**src/rtl/chrt_pkg.sv**
```systemverilog
// ----------------------------------------------------------------------------
// Cache replacement hit tracker package
// Geometry constants, shared types and the saturating increment used by the
// controller, the datapath and the top level.
// ----------------------------------------------------------------------------
package chrt_pkg;

	// Address split and directory geometry.
	localparam int ADDR_BITS   = 32;
	localparam int ADDR_EXT    = 64;
	localparam int OFFSET_BITS = 5;
	localparam int INDEX_BITS  = 4;
	localparam int TAG_BITS    = 23;
	localparam int WAYS        = 4;
	localparam int NSETS       = 1 << INDEX_BITS;
	localparam int WAY_BITS    = $clog2(WAYS);

	// Event counters: one group of four per access kind.
	localparam int CNT_BITS     = 32;
	localparam int CNT_NUM      = 8;
	localparam int CNT_IDX_BITS = $clog2(CNT_NUM);
	localparam int CNT_SEL_BITS = 2;

	localparam logic [CNT_SEL_BITS-1:0] CNT_LRU_HIT   = 2'd0;
	localparam logic [CNT_SEL_BITS-1:0] CNT_LRU_MISS  = 2'd1;
	localparam logic [CNT_SEL_BITS-1:0] CNT_PLRU_HIT  = 2'd2;
	localparam logic [CNT_SEL_BITS-1:0] CNT_PLRU_MISS = 2'd3;

	// Result transfer layout.
	localparam int OUT_FIELD_BITS = 2 + 4 * CNT_BITS;
	localparam int OUT_DATA_BITS  = ((OUT_FIELD_BITS + 7) / 8) * 8;
	localparam int OUT_PAD_BITS   = OUT_DATA_BITS - OUT_FIELD_BITS;

	// One set's tags, and one set's recency order (most recent first).
	typedef logic [WAYS-1:0][TAG_BITS-1:0] tag_row_t;
	typedef logic [WAYS-1:0][WAY_BITS-1:0] order_t;

	// Controller states.
	typedef enum logic {
		ST_IDLE,
		ST_LOOKUP
	} state_t;

	// Commands from the controller to the datapath.
	typedef struct packed {
		logic capture;
		logic commit;
	} ctrl_cmd_t;

	// Status from the datapath to the controller.
	typedef struct packed {
		logic out_busy;
	} ctrl_sts_t;

	// Counter increment that sticks at the all-ones value.
	function automatic logic [CNT_BITS-1:0] sat_inc(input logic [CNT_BITS-1:0] c);
		logic [CNT_BITS-1:0] r;
		r = (c == {CNT_BITS{1'b1}}) ? c : CNT_BITS'(c + 1'b1);
		return r;
	endfunction

endpackage

```
**src/rtl/chrt_ctrl.sv**
```systemverilog
// ----------------------------------------------------------------------------
// Cache replacement hit tracker controller
// Two-state sequencer: takes an access, then commits the directory update
// and the result once the output register is free.
// ----------------------------------------------------------------------------
module chrt_ctrl (
	input  logic                clk,
	input  logic                arst_n,
	input  logic                s_tvalid,
	output logic                s_tready,
	input  chrt_pkg::ctrl_sts_t sts,
	output chrt_pkg::ctrl_cmd_t cmd
);
	import chrt_pkg::*;

	state_t state_q;
	state_t state_nxt;

	// State register.
	always_ff @(posedge clk or negedge arst_n) begin
		if (!arst_n) begin
			state_q <= ST_IDLE;
		end else begin
			state_q <= state_nxt;
		end
	end

	// Next state and commands.
	always_comb begin
		state_nxt   = state_q;
		s_tready    = 1'b0;
		cmd.capture = 1'b0;
		cmd.commit  = 1'b0;
		case (state_q)
			ST_IDLE: begin
				s_tready    = 1'b1;
				cmd.capture = s_tvalid;
				if (s_tvalid) begin
					state_nxt = ST_LOOKUP;
				end
			end
			ST_LOOKUP: begin
				if (!sts.out_busy) begin
					cmd.commit = 1'b1;
					state_nxt  = ST_IDLE;
				end
			end
			default: begin
				state_nxt = ST_IDLE;
			end
		endcase
	end

`ifndef ASSERT_OFF
	// A captured access is always followed by a lookup cycle.
	a_capture_to_lookup: assert property (@(posedge clk) disable iff (!arst_n)
		cmd.capture |=> (state_q == ST_LOOKUP) && !s_tready)
		else $error("capture did not enter lookup");

	// A lookup waits as long as the result register is held.
	a_lookup_holds: assert property (@(posedge clk) disable iff (!arst_n)
		(state_q == ST_LOOKUP) && sts.out_busy |=> (state_q == ST_LOOKUP))
		else $error("lookup left while output busy");

	// After a commit the block is ready for the next access.
	a_commit_to_idle: assert property (@(posedge clk) disable iff (!arst_n)
		cmd.commit |=> s_tready)
		else $error("not ready after commit");
`endif

endmodule

```
**src/rtl/chrt_dp.sv**
```systemverilog
// ----------------------------------------------------------------------------
// Cache replacement hit tracker datapath
// Tag memories, valid bits, LRU order, PLRU recent bits, event counters and
// the result register.
// ----------------------------------------------------------------------------
module chrt_dp (
	input  logic                                  clk,
	input  logic                                  arst_n,
	input  logic [chrt_pkg::ADDR_BITS-1:0]        s_tdata,
	input  logic                                  s_tuser,
	input  chrt_pkg::ctrl_cmd_t                   cmd,
	output chrt_pkg::ctrl_sts_t                   sts,
	output logic                                  m_tvalid,
	input  logic                                  m_tready,
	output logic [chrt_pkg::OUT_DATA_BITS-1:0]    m_tdata
);
	import chrt_pkg::*;

	// Tag memories, one row per set; undefined until written.
	tag_row_t lru_mem [NSETS];
	tag_row_t plru_mem [NSETS];

	// Directory state held in flip-flops.
	logic [NSETS-1:0][WAYS-1:0] lru_vld_q;
	logic [NSETS-1:0][WAYS-1:0] plru_vld_q;
	logic [NSETS-1:0][WAYS-1:0] plru_mru_q;
	order_t                     lru_ord_q [NSETS];
	logic [CNT_BITS-1:0]        cnt_q [CNT_NUM];

	// Access captured at the input transfer.
	logic [ADDR_EXT-1:0]   addr_ext;
	logic [INDEX_BITS-1:0] set_s1;
	logic [TAG_BITS-1:0]   tag_s1;
	logic                  kind_s1;
	tag_row_t              lru_row_s1;
	tag_row_t              plru_row_s1;

	// LRU lookup and update.
	order_t                lru_ord;
	order_t                lru_ord_new;
	logic [WAYS-1:0]       lru_vld;
	logic                  lru_hit;
	logic [WAY_BITS-1:0]   lru_pos;
	logic [WAY_BITS-1:0]   lru_way;
	tag_row_t              lru_row_new;

	// PLRU lookup and update.
	logic [WAYS-1:0]       plru_mru;
	logic [WAYS-1:0]       plru_mru_set;
	logic [WAYS-1:0]       plru_mru_new;
	logic [WAYS-1:0]       plru_vld;
	logic                  plru_hit;
	logic                  plru_fill;
	logic                  free_found;
	logic [WAY_BITS-1:0]   free_way;
	logic [WAY_BITS-1:0]   plru_way;
	tag_row_t              plru_row_new;

	// Counter values after this access.
	logic [CNT_IDX_BITS-1:0] idx_lh;
	logic [CNT_IDX_BITS-1:0] idx_lm;
	logic [CNT_IDX_BITS-1:0] idx_ph;
	logic [CNT_IDX_BITS-1:0] idx_pm;
	logic [CNT_BITS-1:0]     lh_cnt;
	logic [CNT_BITS-1:0]     lm_cnt;
	logic [CNT_BITS-1:0]     ph_cnt;
	logic [CNT_BITS-1:0]     pm_cnt;

	// Result register.
	logic                     m_tvalid_q;
	logic [OUT_DATA_BITS-1:0] m_tdata_q;

	assign addr_ext = {{(ADDR_EXT - ADDR_BITS){1'b0}}, s_tdata};

	// Capture the access fields and read both tag rows of its set.
	always_ff @(posedge clk) begin
		if (cmd.capture) begin
			set_s1      <= addr_ext[OFFSET_BITS +: INDEX_BITS];
			tag_s1      <= addr_ext[OFFSET_BITS + INDEX_BITS +: TAG_BITS];
			kind_s1     <= s_tuser;
			lru_row_s1  <= lru_mem[addr_ext[OFFSET_BITS +: INDEX_BITS]];
			plru_row_s1 <= plru_mem[addr_ext[OFFSET_BITS +: INDEX_BITS]];
		end
	end

	// True LRU: search in recency order, then move the way to the front.
	always_comb begin
		lru_ord     = lru_ord_q[set_s1];
		lru_vld     = lru_vld_q[set_s1];
		lru_hit     = 1'b0;
		lru_pos     = WAY_BITS'(WAYS - 1);
		for (int p = WAYS - 1; p >= 0; p--) begin
			if (lru_vld[lru_ord[p]] && (lru_row_s1[lru_ord[p]] == tag_s1)) begin
				lru_hit = 1'b1;
				lru_pos = WAY_BITS'(p);
			end
		end
		lru_way = lru_ord[lru_pos];
		for (int p = 0; p < WAYS; p++) begin
			if (p == 0) begin
				lru_ord_new[p] = lru_way;
			end else if (WAY_BITS'(p) <= lru_pos) begin
				lru_ord_new[p] = lru_ord[p-1];
			end else begin
				lru_ord_new[p] = lru_ord[p];
			end
		end
		lru_row_new = lru_row_s1;
		if (!lru_hit) begin
			lru_row_new[lru_way] = tag_s1;
		end
	end

	// Bit PLRU: hit sets the way's bit, a miss fills the first clear way,
	// and a full set of bits collapses to the way just used.
	always_comb begin
		plru_mru   = plru_mru_q[set_s1];
		plru_vld   = plru_vld_q[set_s1];
		plru_hit   = 1'b0;
		plru_way   = '0;
		free_found = 1'b0;
		free_way   = '0;
		for (int w = WAYS - 1; w >= 0; w--) begin
			if (plru_vld[w] && (plru_row_s1[w] == tag_s1)) begin
				plru_hit = 1'b1;
				plru_way = WAY_BITS'(w);
			end
			if (!plru_mru[w]) begin
				free_found = 1'b1;
				free_way   = WAY_BITS'(w);
			end
		end
		plru_fill = !plru_hit && free_found;
		if (plru_fill) begin
			plru_way = free_way;
		end
		plru_mru_set = plru_mru;
		if (plru_hit || plru_fill) begin
			plru_mru_set[plru_way] = 1'b1;
		end
		if (&plru_mru_set) begin
			plru_mru_new           = '0;
			plru_mru_new[plru_way] = 1'b1;
		end else begin
			plru_mru_new = plru_mru_set;
		end
		plru_row_new = plru_row_s1;
		if (plru_fill) begin
			plru_row_new[plru_way] = tag_s1;
		end
	end

	// Saturating counters of this access kind.
	always_comb begin
		idx_lh = {kind_s1, CNT_LRU_HIT};
		idx_lm = {kind_s1, CNT_LRU_MISS};
		idx_ph = {kind_s1, CNT_PLRU_HIT};
		idx_pm = {kind_s1, CNT_PLRU_MISS};
		lh_cnt = lru_hit  ? sat_inc(cnt_q[idx_lh]) : cnt_q[idx_lh];
		lm_cnt = lru_hit  ? cnt_q[idx_lm] : sat_inc(cnt_q[idx_lm]);
		ph_cnt = plru_hit ? sat_inc(cnt_q[idx_ph]) : cnt_q[idx_ph];
		pm_cnt = plru_hit ? cnt_q[idx_pm] : sat_inc(cnt_q[idx_pm]);
	end

	// Tag memory writes.
	always_ff @(posedge clk) begin
		if (cmd.commit) begin
			lru_mem[set_s1]  <= lru_row_new;
			plru_mem[set_s1] <= plru_row_new;
		end
	end

	// Directory state and counters.
	always_ff @(posedge clk or negedge arst_n) begin
		if (!arst_n) begin
			lru_vld_q  <= '0;
			plru_vld_q <= '0;
			plru_mru_q <= '0;
			for (int s = 0; s < NSETS; s++) begin
				for (int p = 0; p < WAYS; p++) begin
					lru_ord_q[s][p] <= WAY_BITS'(p);
				end
			end
			for (int c = 0; c < CNT_NUM; c++) begin
				cnt_q[c] <= '0;
			end
		end else if (cmd.commit) begin
			lru_vld_q[set_s1][lru_way] <= 1'b1;
			lru_ord_q[set_s1]          <= lru_ord_new;
			if (plru_fill) begin
				plru_vld_q[set_s1][plru_way] <= 1'b1;
			end
			plru_mru_q[set_s1] <= plru_mru_new;
			cnt_q[idx_lh]      <= lh_cnt;
			cnt_q[idx_lm]      <= lm_cnt;
			cnt_q[idx_ph]      <= ph_cnt;
			cnt_q[idx_pm]      <= pm_cnt;
		end
	end

	// Result register valid flag.
	always_ff @(posedge clk or negedge arst_n) begin
		if (!arst_n) begin
			m_tvalid_q <= 1'b0;
		end else if (cmd.commit) begin
			m_tvalid_q <= 1'b1;
		end else if (m_tready) begin
			m_tvalid_q <= 1'b0;
		end
	end

	// Result register payload.
	always_ff @(posedge clk) begin
		if (cmd.commit) begin
			m_tdata_q <= {{OUT_PAD_BITS{1'b0}}, pm_cnt, ph_cnt, lm_cnt, lh_cnt,
				plru_hit, lru_hit};
		end
	end

	assign m_tvalid     = m_tvalid_q;
	assign m_tdata      = m_tdata_q;
	assign sts.out_busy = m_tvalid_q && !m_tready;

`ifndef ASSERT_OFF
	// A commit never overwrites a result that has not been taken.
	a_no_overwrite: assert property (@(posedge clk) disable iff (!arst_n)
		cmd.commit |-> !(m_tvalid_q && !m_tready))
		else $error("result overwritten");

	// Every commit presents a result.
	a_commit_valid: assert property (@(posedge clk) disable iff (!arst_n)
		cmd.commit |=> m_tvalid)
		else $error("commit without result");

	// The set just touched keeps at least one recent bit.
	a_plru_nonzero: assert property (@(posedge clk) disable iff (!arst_n)
		cmd.commit |=> (plru_mru_q[$past(set_s1)] != '0))
		else $error("plru bits of set all clear");

	// The set just touched holds at least one valid LRU way.
	a_lru_valid: assert property (@(posedge clk) disable iff (!arst_n)
		cmd.commit |=> (lru_vld_q[$past(set_s1)] != '0))
		else $error("lru set without valid way");
`endif

endmodule

```
**src/rtl/cache_replacement_hit_tracker.sv**
```systemverilog
// ----------------------------------------------------------------------------
// Cache replacement hit tracker
// Each access passes through two steps: the capture step takes the address
// and reads the set's tag rows from the tag memories, and the commit step
// compares, updates the true LRU and bit-PLRU directories and the counters,
// and loads the result register. A result waiting at the output holds the
// commit, but the next access is taken as soon as the previous one has
// committed. The address is split from the low end into offset, set index
// and tag. Per access kind the hit and miss counts of both policies saturate
// at all ones and are reported with this access included. Input tdata
// carries the address, tuser the instruction flag.
// ----------------------------------------------------------------------------
module cache_replacement_hit_tracker (
	input  logic                               clk,
	input  logic                               arst_n,
	input  logic                               s_tvalid,
	output logic                               s_tready,
	// [31:0] address
	input  logic [chrt_pkg::ADDR_BITS-1:0]     s_tdata,
	// [0] is_instruction
	input  logic                               s_tuser,
	output logic                               m_tvalid,
	input  logic                               m_tready,
	// [0] lru_hit, [1] plru_hit, [33:2] lru_hit_count, [65:34] lru_miss_count,
	// [97:66] plru_hit_count, [129:98] plru_miss_count, [135:130] zero
	output logic [chrt_pkg::OUT_DATA_BITS-1:0] m_tdata
);
	import chrt_pkg::*;

	ctrl_cmd_t cmd;
	ctrl_sts_t sts;

	// Sequencer.
	chrt_ctrl u_ctrl (
		.clk      (clk),
		.arst_n   (arst_n),
		.s_tvalid (s_tvalid),
		.s_tready (s_tready),
		.sts      (sts),
		.cmd      (cmd)
	);

	// Directories, counters and result register.
	chrt_dp u_dp (
		.clk      (clk),
		.arst_n   (arst_n),
		.s_tdata  (s_tdata),
		.s_tuser  (s_tuser),
		.cmd      (cmd),
		.sts      (sts),
		.m_tvalid (m_tvalid),
		.m_tready (m_tready),
		.m_tdata  (m_tdata)
	);

endmodule
```
**config.mk**
```make
export PLATFORM = sky130hd
export DESIGN_NAME = cache_replacement_hit_tracker
export DESIGN_NICKNAME = d
export VERILOG_FILES = /design/src/rtl/chrt_pkg.sv /design/src/rtl/chrt_ctrl.sv /design/src/rtl/chrt_dp.sv /design/src/rtl/cache_replacement_hit_tracker.sv
export SDC_FILE = /design/constraint.sdc
export NUM_CORES = 2
export LEC_CHECK = 0
export BUFFER_PORTS_ARGS = -buffer_cell sky130_fd_sc_hd__clkbuf_2
export CORE_UTILIZATION = 30
export DETAILED_ROUTE_END_ITERATION = 16
export GPL_ROUTABILITY_DRIVEN = 0
export REMOVE_ABC_BUFFERS = 1
export SLEW_MARGIN = 20
export SYNTH_ARGS = -nofsm -noshare
export SYNTH_HDL_FRONTEND = slang
export SYNTH_SLANG_ARGS = --single-unit
```
**constraint.sdc**
```tcl
create_clock -name clk -period 10.9 [get_ports clk]
set_clock_uncertainty 0.15 [all_clocks]
set_input_delay 1.09 -clock clk [delete_from_list [all_inputs] [get_ports clk]]
set_output_delay 1.09 -clock clk [all_outputs]
set_load 0.01 [all_outputs]
```
==> key figures <==
Placement
  – PortBufs: 163
  – DP Area: 171000 µm²
  – Placed cell count: 16063
  – Dpl hpwl: 236 mm
  – Pre-CTS setup slack: 2420 ps

STA
  – Hold Violations, Final: 0
  – Post-layout min period: 8550 ps
  – Fin crit share: 78.4%
  – Slew @ Worst Pin: 1210 ps
  – Setup WS post-layout: 2350 ps
  – RSZ-0062 raised after global routing: false
  – Final Max Tran Viols: 0
  – Slew margin rel.: 19.1%
  – Final setup violation count: 0
  – FMAX: 117 MHz

Final layout
  – Final-stage net count: 9330
  – Fin cells: 16762
  – Multi-input gate area: 45200 µm²
  – Layout cell share with drive strength beyond 1: 24.7%
  – Final instance area: 183000 µm²
  – # fillers: 50035
  – Syn-to-layout area delta: 13.8%
  – FF/Latch Area: 113000 µm²

Floorplan
  – Starting Density: 30.2%
  – Cell Rows: 268
  – Die W: 734 µm
  – Core ar.: 533000 µm²
  – Die span in y: 734 µm
  – IO Pins: 175
  – Die area: 539000 µm²

Route
  – WL final: 441 mm
  – Vias: 88294
  – Post-route ant nets: 0
  – Avg WL per Cell: 26.3 µm
  – DRT iter0 DRCs: 10392
  – DRT Pass-1 Iters: 9
  – Vias per std cell: 5.27
  – DRC Markers: 0

Global routing
  – Vias in the first global route: 87547
  – First-pass GRT wire length: 637 mm
  – Largest net degree at the start of global routing: 139
  – Initial antenna violation count: 19
  – Total GRT Usage: 15.9%
  – Remaining Overflow, GRT: 0

Synthesis
  – Sequential fraction of the synthesis area: 70.3%
  – Synth Register Bits: 3864
  – Post-synth cell types: 105
  – Cells after Synth: 9067
  – Number of synthesized flops with an enable pin: 3286
  – Mean Syn Cell Area: 17.7 µm²
  – Ys async rst share: 15.0%
  – Yosys warning count: 0
  – Main synth FF type: edfxtp_1
  – Mapped cell area: 161000 µm²

Setup path
  – CP startpoint kind: flip-flop
  – Worst setup EP type: flip-flop
  – Reg2reg path depth: 15
  – Worst Path Arrival: 9060 ps
  – Worst Setup Path Type: reg2reg
  – Critical-path maximum fanout: 57
  – Critical Path RT: 11410 ps

Clock network
  – Depth of the CTS H-tree: 5
  – CTS Buf Count: 378
  – Reg clk slew, reported paths: 60 ps
  – CTS tree: built
  – Clock Latency Late Sink: 1020 ps
  – Clock tree sinks: 3864
  – Root Buffer Master: clkbuf_16
  – Clock buffer depth: 4

Power
  – Leak: 0.0609 µW
  – Power per Cell Area: 227 nW/µm²
  – Peak VDD IR: 0.199 mV
  – Design Power: 41600 µW

Min path
  – Hold depth: 1
  – Worst Hold Class: in2reg

Flow run
  – Max-Cap Viols: 0

Outcome
  – Status: completed
synth_stat cells (151+ instances only):
cell type  count  area (µm²)
mux4_2       973       21900
clkbuf_1     356        1340
xnor2_1      231        2020
nor2_1       166         623
mux2_2       151        1700
o21ai_0      261        1310
edfxtp_1    3286       98700
nand3_1      166         831
xor2_1       174        1520
nand2_1      882        3310
mux2i_1      279        2790
dfrtp_1      514       12900
a21oi_1      177         886
per-layer routing:
metal | global-route usage [%] | vias up | wire length, µm
met5 | 0 | - | 35
met4 | 5.03 | 6 | 15600
met3 | 3.26 | 886 | 36300
met2 | 24.5 | 3856 | 200000
met1 | 22.6 | 46934 | 190000
li1 | - | 36612 | -
cells by family after synthesis:
kind of cell	share of synthesized area (%)
flops	70.3
simple gates	5.10
mux	16.5
compound gates	4.06
buf+inv	1.74
xor+xnor	2.20
fa+ha+maj	0.0311
other cells	0.00233
registers in the layout, summed over array words and instances, names as in the netlist:
register,count
u_dp.cnt_q,256
u_dp.lru_row_s1,92
u_dp.plru_row_s1,92
u_dp.lru_ord_q,128
u_dp.lru_vld_q,64
u_dp.plru_mru_q,64
u_dp.kind_s1,1
u_dp.m_tdata,130
u_dp.lru_mem,1472
u_dp.plru_mem,1472
u_dp.plru_vld_q,64
u_dp.tag_s1,23
u_ctrl.state_q,1
u_dp.set_s1,4
u_dp.m_tvalid,1
power by group:
group | total (µW) | internal (µW) | switching [µW]
registers | 20000 | 19200 | 786
clock network | 13000 | 7250 | 5720
logic | 8620 | 2640 | 5980
area by class of cell:
| cell class | instances | area share, % |
|---|---|---|
| clock buffers | 464 | 5.42 |
| flip-flops and latches | 3864 | 61.8 |
| well taps | 7155 | 4.89 |
| repair buffers | 425 | 1.74 |
| inverters | 88 | 0.249 |
| clock inverters | 225 | 1.22 |
| multi-input cells | 4532 | 24.7 |
| diodes | 9 | 0.0123 |
critical path, stage by stage (launching register included):
cell and delay (ps):
edfxtp_1 1010, buf_4 520, mux4_2 560, mux4_2 700, nand4_1 720, nand2_1 240, nor2_1 470, inv_1 390
a31oi_4 240, buf_4 540, a32oi_1 280, and2_1 500, nand2_2 540, buf_4 580, nand2_1 120, o21ai_1 540
worst paths after layout:
| check | from | slack (ps) | endpoint |
|---|---|---|---|
| max | u_dp.set_s1[0]$_DFFE_PP_ | 2350 | u_dp.plru_mem[2][51]$_DFFE_PP_ |
| min | s_tdata[15] | 110 | u_dp.tag_s1[6]$_DFFE_PP_ |
| max reg2reg | u_dp.set_s1[0]$_DFFE_PP_ | 2350 | u_dp.plru_mem[2][51]$_DFFE_PP_ |
| min reg2reg | u_dp.plru_vld_q[0]$_DFFE_PN0P_ | 300 | u_dp.plru_vld_q[0]$_DFFE_PN0P_ |
| max in group asynchronous | arst_n | 7890 | u_dp.lru_ord_q[52]$_DFFE_PN0P_ |
| min in group asynchronous | arst_n | 510 | u_ctrl.state_q$_DFF_PN0_ |
cell usage in the layout, fill, tap and decap left out, types with 19 or more instances in the layout:
cell,synthesis,final
edfxtp_1,3286,3286
mux4_2,973,972
nand2_1,882,877
dfrtp_1,514,514
clkbuf_16,0,381
mux2i_1,279,265
o21ai_0,261,250
buf_4,20,232
xnor2_1,231,231
a21oi_1,177,175
xor2_1,174,174
nand3_1,166,166
nor2_1,166,161
clkbuf_2,1,158
mux2_2,151,151
nor3_1,127,127
a31o_2,113,113
clkinv_1,6,94
nor2b_1,86,85
nand4_1,80,80
clkbuf_1,356,74
inv_1,81,65
dfstp_2,64,64
clkinv_2,0,62
a211oi_1,59,59
a32oi_1,42,42
nor4_1,37,31
bufinv_16,0,31
buf_12,0,29
a21o_1,28,28
o22ai_1,27,27
a32o_1,27,27
a22oi_1,25,25
and3_1,25,25
o211ai_1,24,24
and2_1,19,19
per-stage QoR:
stage / hold slack, ps / TNS, ps / utilization, %
after floorplan: 273 / -61270 / -
after global placement: 286 / 0 / 32.0
after detailed placement: 294 / 0 / 32.0
after CTS: 22.7 / 0 / 34.3
after global routing: 62.6 / 0 / 34.3
final: 107 / 0 / 34.3
what timing repair did:
action                    4_1_cts  5_1_grt
setup buffers                   0        0
resized for setup               0        0
hold endpoints to repair       53        0
hold buffers                    1        0
(Power assumes the default switching activity.)
